**config.mk**
```make
export PLATFORM = sky130hd
export DESIGN_NAME = utf16le_byte_stream_decoder
export DESIGN_NICKNAME = d
export VERILOG_FILES = /design/src/design/u16bsd_pkg.sv /design/src/design/utf16le_byte_stream_decoder.sv /design/src/design/u16bsd_front.sv /design/src/design/u16bsd_fifo.sv /design/src/design/u16bsd_back.sv
export VERILOG_INCLUDE_DIRS = /design/src /design/src/design
export SDC_FILE = /design/constraint.sdc
export NUM_CORES = 1
export LEC_CHECK = 0
export BUFFER_PORTS_ARGS = -buffer_cell sky130_fd_sc_hd__buf_2
export CAP_MARGIN = 20
export CORE_MARGIN = 3
export CORE_UTILIZATION = 30
export CTS_CLUSTER_DIAMETER = 60
export DETAILED_ROUTE_END_ITERATION = 8
export PLACE_DENSITY = 0.49
export SYNTH_ARGS = -nofsm -noshare
export SYNTH_HDL_FRONTEND = slang
export SYNTH_SLANG_ARGS = --single-unit
export TNS_END_PERCENT = 100
```
**constraint.sdc**
```tcl
create_clock -name clk -period 5.07 [get_ports clk]
set_input_delay 1.014 -clock clk [delete_from_list [all_inputs] [get_ports clk]]
set_output_delay 1.014 -clock clk [all_outputs]
set_load 0.03 [all_outputs]
```
**src/design/utf16le_byte_stream_decoder_macros.svh**
```systemverilog
// ----------------------------------------------------------------------------
// utf16le_byte_stream_decoder_macros.svh
// Assertion helpers shared by the decoder modules.
// ----------------------------------------------------------------------------
`ifndef UTF16LE_BYTE_STREAM_DECODER_MACROS_SVH
`define UTF16LE_BYTE_STREAM_DECODER_MACROS_SVH

// Implication checked on every clock edge outside reset.
`define U16BSD_ASSERT(label, prop, msg) \
  label: assert property (@(posedge clk) disable iff (!rst_n) (prop)) else $error(msg);

// Same, also checked while reset is held.
`define U16BSD_ASSERT_ALWAYS(label, prop, msg) \
  label: assert property (@(posedge clk) (prop)) else $error(msg);

`endif

```
**src/design/u16bsd_pkg.sv**
```systemverilog
// ----------------------------------------------------------------------------
// u16bsd_pkg
// Types and constants shared by the UTF-16LE decoder modules.
// ----------------------------------------------------------------------------
package u16bsd_pkg;

  localparam logic [20:0] CP_REPLACEMENT = 21'h00FFFD;
  localparam logic [20:0] CP_SUPP_BASE   = 21'h010000;

  // Upper six bits of a 16-bit unit that mark the surrogate halves
  localparam logic [5:0] TAG_HIGH_SURR = 6'b110110;
  localparam logic [5:0] TAG_LOW_SURR  = 6'b110111;

  localparam logic [2:0] USED_ONE  = 3'd1;
  localparam logic [2:0] USED_TWO  = 3'd2;
  localparam logic [2:0] USED_FOUR = 3'd4;

  typedef enum logic [1:0] {
    PH_IDLE      = 2'd0,  // nothing held
    PH_LOW       = 2'd1,  // low byte of a unit held
    PH_HIGH      = 2'd2,  // high surrogate held
    PH_HIGH_LOW  = 2'd3   // high surrogate plus next low byte held
  } phase_t;

  typedef struct packed {
    logic [20:0] code_point;
    logic [2:0]  bytes_used;
  } result_t;

  // One queue entry: the results caused by one input byte
  typedef struct packed {
    result_t first;
    result_t second;
    logic    has_second;
    logic    final_byte;
  } entry_t;

endpackage

```
**src/design/utf16le_byte_stream_decoder.sv**
```systemverilog
// ----------------------------------------------------------------------------
// utf16le_byte_stream_decoder
// Path: a byte's results go into a queue slot, then into the output register.
// Throughput: one byte per cycle while the queue is not full; one code point
// per cycle on out_* unless stalled; two code points of one byte go out in turn.
// The queue between front and back (QUEUE_DEPTH entries) absorbs stalls.
// Reset: synchronous rst_n low empties the queue and drops any held bytes.
// ----------------------------------------------------------------------------
module utf16le_byte_stream_decoder
  import u16bsd_pkg::*;
#(
  parameter int QUEUE_DEPTH = 4
) (
  input  logic        clk,
  input  logic        rst_n,
  input  logic        in_tvalid,
  output logic        in_tready,
  input  logic [7:0]  in_tdata,   // [7:0] data_byte
  input  logic        in_tlast,   // final_byte
  output logic        out_tvalid,
  input  logic        out_tready,
  output logic [23:0] out_tdata,  // [20:0] code_point, [23:21] bytes_used
  output logic        out_tuser,  // run_end
  output logic        out_tlast   // buffer_end
);

  logic   q_full, q_push, q_pop, q_not_empty;
  entry_t q_in, q_head;

  u16bsd_front u_front (
    .clk       (clk),
    .rst_n     (rst_n),
    .in_tvalid (in_tvalid),
    .in_tready (in_tready),
    .in_tdata  (in_tdata),
    .in_tlast  (in_tlast),
    .q_full    (q_full),
    .q_push    (q_push),
    .q_entry   (q_in)
  );

  u16bsd_fifo #(
    .DEPTH (QUEUE_DEPTH)
  ) u_fifo (
    .clk        (clk),
    .rst_n      (rst_n),
    .push       (q_push),
    .push_entry (q_in),
    .full       (q_full),
    .pop        (q_pop),
    .not_empty  (q_not_empty),
    .head_entry (q_head)
  );

  u16bsd_back u_back (
    .clk         (clk),
    .rst_n       (rst_n),
    .q_not_empty (q_not_empty),
    .q_head      (q_head),
    .q_pop       (q_pop),
    .out_tvalid  (out_tvalid),
    .out_tready  (out_tready),
    .out_tdata   (out_tdata),
    .out_tuser   (out_tuser),
    .out_tlast   (out_tlast)
  );

endmodule

```
**src/design/u16bsd_front.sv**
```systemverilog
// ----------------------------------------------------------------------------
// u16bsd_front
// Accepts bytes, pairs them into units and classifies surrogates; for a byte
// that completes a result, pushes its one or two results into the queue.
// ----------------------------------------------------------------------------
module u16bsd_front
  import u16bsd_pkg::*;
(
  input  logic       clk,
  input  logic       rst_n,
  input  logic       in_tvalid,
  output logic       in_tready,
  input  logic [7:0] in_tdata,   // [7:0] data_byte
  input  logic       in_tlast,   // final_byte
  input  logic       q_full,
  output logic       q_push,
  output entry_t     q_entry
);

  phase_t      phase_r, phase_nxt;
  logic [7:0]  held_low_r, held_low_nxt;
  logic [9:0]  held_hs_r, held_hs_nxt;
  logic [15:0] unit;
  logic        accept;
  logic        emit;
  logic        is_high, is_low;
  result_t     res_repl1, res_repl2, res_plain, res_supp;

  assign in_tready = !q_full;
  assign accept    = in_tvalid && in_tready;
  assign unit      = {in_tdata, held_low_r};
  assign is_high   = (unit[15:10] == TAG_HIGH_SURR);
  assign is_low    = (unit[15:10] == TAG_LOW_SURR);

  assign res_repl1 = '{code_point: CP_REPLACEMENT, bytes_used: USED_ONE};
  assign res_repl2 = '{code_point: CP_REPLACEMENT, bytes_used: USED_TWO};
  // A non-high unit decoded on its own: lone low surrogate is malformed
  assign res_plain = is_low ? res_repl2
                            : result_t'{code_point: {5'd0, unit}, bytes_used: USED_TWO};
  assign res_supp  = '{code_point: CP_SUPP_BASE + {1'b0, held_hs_r, unit[9:0]},
                       bytes_used: USED_FOUR};

  always_comb begin
    phase_nxt    = phase_r;
    held_low_nxt = held_low_r;
    held_hs_nxt  = held_hs_r;
    emit                = 1'b0;
    q_entry.first       = res_repl2;
    q_entry.second      = res_repl2;
    q_entry.has_second  = 1'b0;
    q_entry.final_byte  = in_tlast;
    case (phase_r)
      PH_IDLE: begin
        if (in_tlast) begin
          emit          = 1'b1;
          q_entry.first = res_repl1;
        end else begin
          held_low_nxt = in_tdata;
          phase_nxt    = PH_LOW;
        end
      end
      PH_LOW: begin
        phase_nxt = PH_IDLE;
        if (is_high) begin
          if (in_tlast) begin
            emit = 1'b1;
          end else begin
            held_hs_nxt = unit[9:0];
            phase_nxt   = PH_HIGH;
          end
        end else begin
          emit          = 1'b1;
          q_entry.first = res_plain;
        end
      end
      PH_HIGH: begin
        if (in_tlast) begin
          emit               = 1'b1;
          q_entry.second     = res_repl1;
          q_entry.has_second = 1'b1;
          phase_nxt          = PH_IDLE;
        end else begin
          held_low_nxt = in_tdata;
          phase_nxt    = PH_HIGH_LOW;
        end
      end
      PH_HIGH_LOW: begin
        emit      = 1'b1;
        phase_nxt = PH_IDLE;
        if (is_low) begin
          q_entry.first = res_supp;
        end else if (is_high) begin
          // unpaired surrogate, then the new high one starts over
          if (in_tlast) begin
            q_entry.has_second = 1'b1;
          end else begin
            held_hs_nxt = unit[9:0];
            phase_nxt   = PH_HIGH;
          end
        end else begin
          q_entry.second     = res_plain;
          q_entry.has_second = 1'b1;
        end
      end
      default: begin
        phase_nxt = PH_IDLE;
      end
    endcase
    if (in_tlast) begin
      phase_nxt = PH_IDLE;
    end
  end

  assign q_push = accept && emit;

  always_ff @(posedge clk) begin
    if (!rst_n) begin
      phase_r <= PH_IDLE;
    end else if (accept) begin
      phase_r <= phase_nxt;
    end
  end

  always_ff @(posedge clk) begin
    if (accept) begin
      held_low_r <= held_low_nxt;
      held_hs_r  <= held_hs_nxt;
    end
  end

endmodule

```
**src/design/u16bsd_fifo.sv**
```systemverilog
// ----------------------------------------------------------------------------
// u16bsd_fifo
// Short queue of per-byte result entries between front and back.
// ----------------------------------------------------------------------------
`include "utf16le_byte_stream_decoder_macros.svh"

module u16bsd_fifo
  import u16bsd_pkg::*;
#(
  parameter int DEPTH = 4
) (
  input  logic   clk,
  input  logic   rst_n,
  input  logic   push,
  input  entry_t push_entry,
  output logic   full,
  input  logic   pop,
  output logic   not_empty,
  output entry_t head_entry
);

  localparam int AW = (DEPTH > 1) ? $clog2(DEPTH) : 1;
  localparam int CW = $clog2(DEPTH + 1);
  localparam logic [AW-1:0] LAST_PTR = AW'(DEPTH - 1);
  localparam logic [CW-1:0] FULL_CNT = CW'(DEPTH);

  entry_t        slots [DEPTH];
  logic [AW-1:0] wr_ptr_r, rd_ptr_r;
  logic [CW-1:0] count_r, count_nxt;

  assign full       = (count_r == FULL_CNT);
  assign not_empty  = (count_r != '0);
  assign head_entry = slots[rd_ptr_r];

  always_comb begin
    count_nxt = count_r;
    if (push && !pop) begin
      count_nxt = count_r + 1'b1;
    end else if (pop && !push) begin
      count_nxt = count_r - 1'b1;
    end
  end

  always_ff @(posedge clk) begin
    if (!rst_n) begin
      wr_ptr_r <= '0;
      rd_ptr_r <= '0;
      count_r  <= '0;
    end else begin
      count_r <= count_nxt;
      if (push) begin
        wr_ptr_r <= (wr_ptr_r == LAST_PTR) ? '0 : wr_ptr_r + 1'b1;
      end
      if (pop) begin
        rd_ptr_r <= (rd_ptr_r == LAST_PTR) ? '0 : rd_ptr_r + 1'b1;
      end
    end
  end

  always_ff @(posedge clk) begin
    if (push) begin
      slots[wr_ptr_r] <= push_entry;
    end
  end

  `U16BSD_ASSERT(a_no_push_full, push |-> !full, "push into full queue")
  `U16BSD_ASSERT(a_no_pop_empty, pop |-> not_empty, "pop from empty queue")
  `U16BSD_ASSERT(a_count_bound, count_r <= FULL_CNT, "queue count out of range")

endmodule

```
**src/design/u16bsd_back.sv**
```systemverilog
// ----------------------------------------------------------------------------
// u16bsd_back
// Drains queue entries onto the result stream, one code point per
// transaction, splitting two-result entries into two transactions.
// ----------------------------------------------------------------------------
`include "utf16le_byte_stream_decoder_macros.svh"

module u16bsd_back
  import u16bsd_pkg::*;
(
  input  logic        clk,
  input  logic        rst_n,
  input  logic        q_not_empty,
  input  entry_t      q_head,
  output logic        q_pop,
  output logic        out_tvalid,
  input  logic        out_tready,
  output logic [23:0] out_tdata,  // [20:0] code_point, [23:21] bytes_used
  output logic        out_tuser,  // run_end
  output logic        out_tlast   // buffer_end
);

  logic    out_valid_r;
  result_t out_res_r;
  logic    out_run_end_r;
  logic    out_last_r;
  logic    pend_r;
  result_t pend_res_r;
  logic    pend_last_r;
  logic    out_free;

  assign out_free = !out_valid_r || out_tready;
  assign q_pop    = out_free && !pend_r && q_not_empty;

  always_ff @(posedge clk) begin
    if (!rst_n) begin
      out_valid_r <= 1'b0;
      pend_r      <= 1'b0;
    end else if (out_free) begin
      if (pend_r) begin
        out_valid_r <= 1'b1;
        pend_r      <= 1'b0;
      end else begin
        out_valid_r <= q_not_empty;
        pend_r      <= q_not_empty && q_head.has_second;
      end
    end
  end

  always_ff @(posedge clk) begin
    if (out_free) begin
      if (pend_r) begin
        out_res_r     <= pend_res_r;
        out_run_end_r <= 1'b1;
        out_last_r    <= pend_last_r;
      end else if (q_not_empty) begin
        out_res_r     <= q_head.first;
        out_run_end_r <= !q_head.has_second;
        out_last_r    <= !q_head.has_second && q_head.final_byte;
        pend_res_r    <= q_head.second;
        pend_last_r   <= q_head.final_byte;
      end
    end
  end

  assign out_tvalid = out_valid_r;
  assign out_tdata  = {out_res_r.bytes_used, out_res_r.code_point};
  assign out_tuser  = out_run_end_r;
  assign out_tlast  = out_last_r;

  `U16BSD_ASSERT(a_pend_busy, pend_r |-> out_valid_r, "second result pending with idle output")
  `U16BSD_ASSERT(a_pend_first, pend_r |-> (!out_run_end_r && !out_last_r), "first of pair marked as run end")
  `U16BSD_ASSERT(a_pop_no_pend, q_pop |-> !pend_r, "entry popped while second result pending")

endmodule
```
==> flow_summary.toml <==
[logic_synthesis]
synth_edf_count = 239
synthesis.area_sq_um = 9690
syn-mean-instance-area_sq_um = 20.2
synth.distinct_cells = 52
synthCells = 479
ys_async_sr_fraction = 0
synthFlopType = "edfxtp_1"
yosys_warnings = 0
synth_seq_cells = 252
syn_nets = 500
seq_area_frac_synth = 0.767

[global_routing]
grt-ovfl-total = 0
grt_pass1_vias = 4848
grt_first_pass_wirelength_um = 29900
grt_antenna_before_repair = 0
groute.usage.overall = 0.116
grt_start_max_net_pins = 31

[clocking]
postCtsSetupBuffers = 0
root_buffer = "clkbuf_16"
cts.htree.levels = 1
clkSlewWorstSetupHoldPaths_ns = 0.06
cts_buffers = 29
cts_tree = "yes"
clk_path_buf_depth = 3
clk-insertion-delay-late_ns = 0.53
cts.sinks = 252
postCtsHoldBufs = 0
cts_resized = 0

[power_and_ir_drop]
vdd_ir_drop_max_mv = 0.337
power.density_nw_per_um2 = 524
static-leakage-power_nw = 3.31
total_power_mw = 5.89

[placed_design]
place.gp.congestion = 0.739
io_buffer_count = 40
dp_hpwl_um = 11800

[floorplan]
die-area_sq_um = 34500
dieHeight_um = 186
core_sq_um = 31700
ios = 41
rows = 65
die_w_um = 186
start_util = 0.306

[timing]
hold_viol = 0
tightestPinTransition_ns = 0.954
max_freq_mhz = 353
slew_headroom = 0.361
fin_tns_setup_ns = 0
grt_setup_unrepaired = "no"
finalClockSkew_ns = 0.0105
setup_violations = 0
timing.final.crit_share = 0.559
slew_violations = 0
finalCriticalPeriod_ns = 2.84

[final_layout]
drive_gt1_frac = 0.308
layout.nets = 561
antenna_cells = 0
area_growth_syn_to_layout_pct = 16.1

[hold_path]
hp-start = "u_front.held_low_r[1]$_DFFE_PP_"
whs_endpoint = "u_front.held_hs_r[1]$_DFFE_PP_"
hp-class = "reg -> reg"
min_path_cells = 0

[setup_path]
crit_path_start_kind = "input port"
criticalPathCategory = "in -> reg"
arrival_ns = 3.27
worst_r2r_endpoint = "u_fifo.count_r[2]$_SDFFE_PN0P_"
rr_startpoint = "u_front.phase_r[0]$_SDFFE_PN0P_"
ff2ff_setup_slack_ns = 2.27
critPathCaptureType = "flop"
r2r_cells = 9
critical_path_peak_fanout = 11
cp_data_required_time_ns = 5.50

[flow_run]
cap_violations = 0

[run_status]
run_status = "finished clean"

[drt]
drt_iter0_drc = 298
drc = 0
drt_first_pass_iters = 4
drt-total-wl_um = 19800
postRouteAntennaNets = 0
via_count = 4518
wire_per_inst_um = 20.6
post_drt_via_cell_ratio = 4.69
-- report_power, final --
group	internal (mW)	leakage, nW	switching, mW
Clock	1.14	0.434	0.788
Combinational	0.492	0.809	0.726
Sequential	2.59	2.07	0.160
-- stage by stage --
step	utilization	hold slack [ns]	worst slack, ns	std cells	instance area (sq um)
2_1_floorplan	-	0.426	1.85	479	9690
3_3_place_gp	0.326	0.472	1.73	910	10300
3_5_place_dp	0.326	0.468	1.67	910	10300
4_1_cts	0.354	0.494	2.22	962	11200
5_1_grt	0.355	0.507	2.12	963	11300
6_report	0.355	0.492	2.23	963	11300
-- cells by family (layout without fill, tap and decap cells) --
kind of cell	after synthesis	count (layout)	synth area share
XOR/XNOR	4	4	0.00361
flip-flops	252	252	0.767
AO/OA/AOI/OAI	21	21	0.0160
buffers and inverters	32	114	0.0186
AND/OR/NAND/NOR	95	95	0.0561
multiplexers	67	67	0.127
adder cells (fa/ha/maj)	8	8	0.0111
-- area by class of cell --
type	instances	area [sq um]
clock buffer	34	744
sequential	252	7440
fill	2949	20500
inverter	12	45.0
multi-input combinational	195	2090
timing repair buffer	50	295
clock inverter	18	136
tap	402	503
-- state kept, by name (all words and copies together), names as in the netlist, named ones only --
| signal | flops |
|---|---|
| u_front.held_hs_r | 10 |
| u_front.held_low_r | 8 |
| u_back.out_tdata | 24 |
| u_back.pend_r | 1 |
| u_back.out_tuser | 1 |
| u_back.pend_res_r | 18 |
| u_fifo.rd_ptr_r | 2 |
| u_fifo.wr_ptr_r | 2 |
| u_fifo.slots | 176 |
| u_fifo.count_r | 3 |
| u_back.out_tvalid | 1 |
| u_back.pend_last_r | 1 |
| u_back.out_tlast | 1 |
| u_front.phase_r | 2 |
-- routing by layer --
metal	routed length, um	GRT usage	part of all wire	vias to the layer above
met4	264	0.0301	0.013	0
met3	938	0.0250	0.047	29
met5	0	0	0	-
met2	9790	0.191	0.49	90
li1	-	-	-	2030
met1	8820	0.157	0.45	2369
-- Yosys cell counts (2+ instances only) --
library cell / n / area [sq um]
buf_6: 4 / 45.0
or2_2: 12 / 75.1
nand3_1: 5 / 25.0
mux2i_1: 6 / 60.1
xnor2_1: 2 / 17.5
o22a_1: 3 / 26.3
inv_1: 11 / 41.3
clkbuf_1: 6 / 22.5
nor3_1: 6 / 30.0
and2_2: 4 / 30.0
and2_1: 4 / 25.0
dfxtp_1: 13 / 260
mux2_2: 18 / 203
nor2b_1: 14 / 87.6
nor3b_1: 2 / 15.0
mux4_2: 42 / 946
edfxtp_1: 239 / 7180
ha_1: 7 / 87.6
o21ai_0: 4 / 20.0
xor2_1: 2 / 17.5
nor2_1: 13 / 48.8
buf_2: 8 / 40.0
or3_1: 12 / 75.1
nand2_1: 11 / 41.3
nand2b_1: 4 / 25.0
-- placed cells by master, fill, tap and decap left out, drive strengths merged, types with 2 or more instances in the layout --
master  count
nor2b      14
buf        50
or2        12
clkinv     15
mux4       43
o22a        4
a21boi      2
nor2       13
o21ai       5
and2        8
mux2i       6
xor2        2
nand2      12
dfxtp      13
nand3       5
xnor2       2
bufinv      2
clkbuf     34
nor3b       2
mux2       18
ha          7
nor3        7
or3        13
edfxtp    239
nand2b      4
inv        13
-- worst max path at each step --
| stage | start | to | slack (ns) |
|---|---|---|---|
| 2_1_floorplan | out_tready | u_fifo.count_r[2]$_SDFFE_PN0P_ | 1.85 |
| 3_3_place_gp | in_tlast | u_fifo.slots[2][44]$_DFFE_PP_ | 1.73 |
| 3_5_place_dp | in_tlast | u_fifo.slots[2][37]$_DFFE_PP_ | 1.67 |
| 4_1_cts | in_tlast | u_fifo.slots[2][37]$_DFFE_PP_ | 2.22 |
| 5_1_grt | u_front.phase_r[0]$_SDFFE_PN0P_ | u_fifo.slots[3][15]$_DFFE_PP_ | 2.12 |
| 6_report | in_tlast | u_fifo.count_r[2]$_SDFFE_PN0P_ | 2.23 |
-- critical path, stage by stage --
cell,delay [ns]
buf_2,0.21
o21ai_0,0.13
nor2_1,0.13
o41a_1,0.33
ha_1,0.25
inv_1,0.07
fa_1,0.43
xor2_1,0.18
or3_1,0.32
a21boi_0,0.20
No activity file was read; power rests on OpenSTA's default activity.
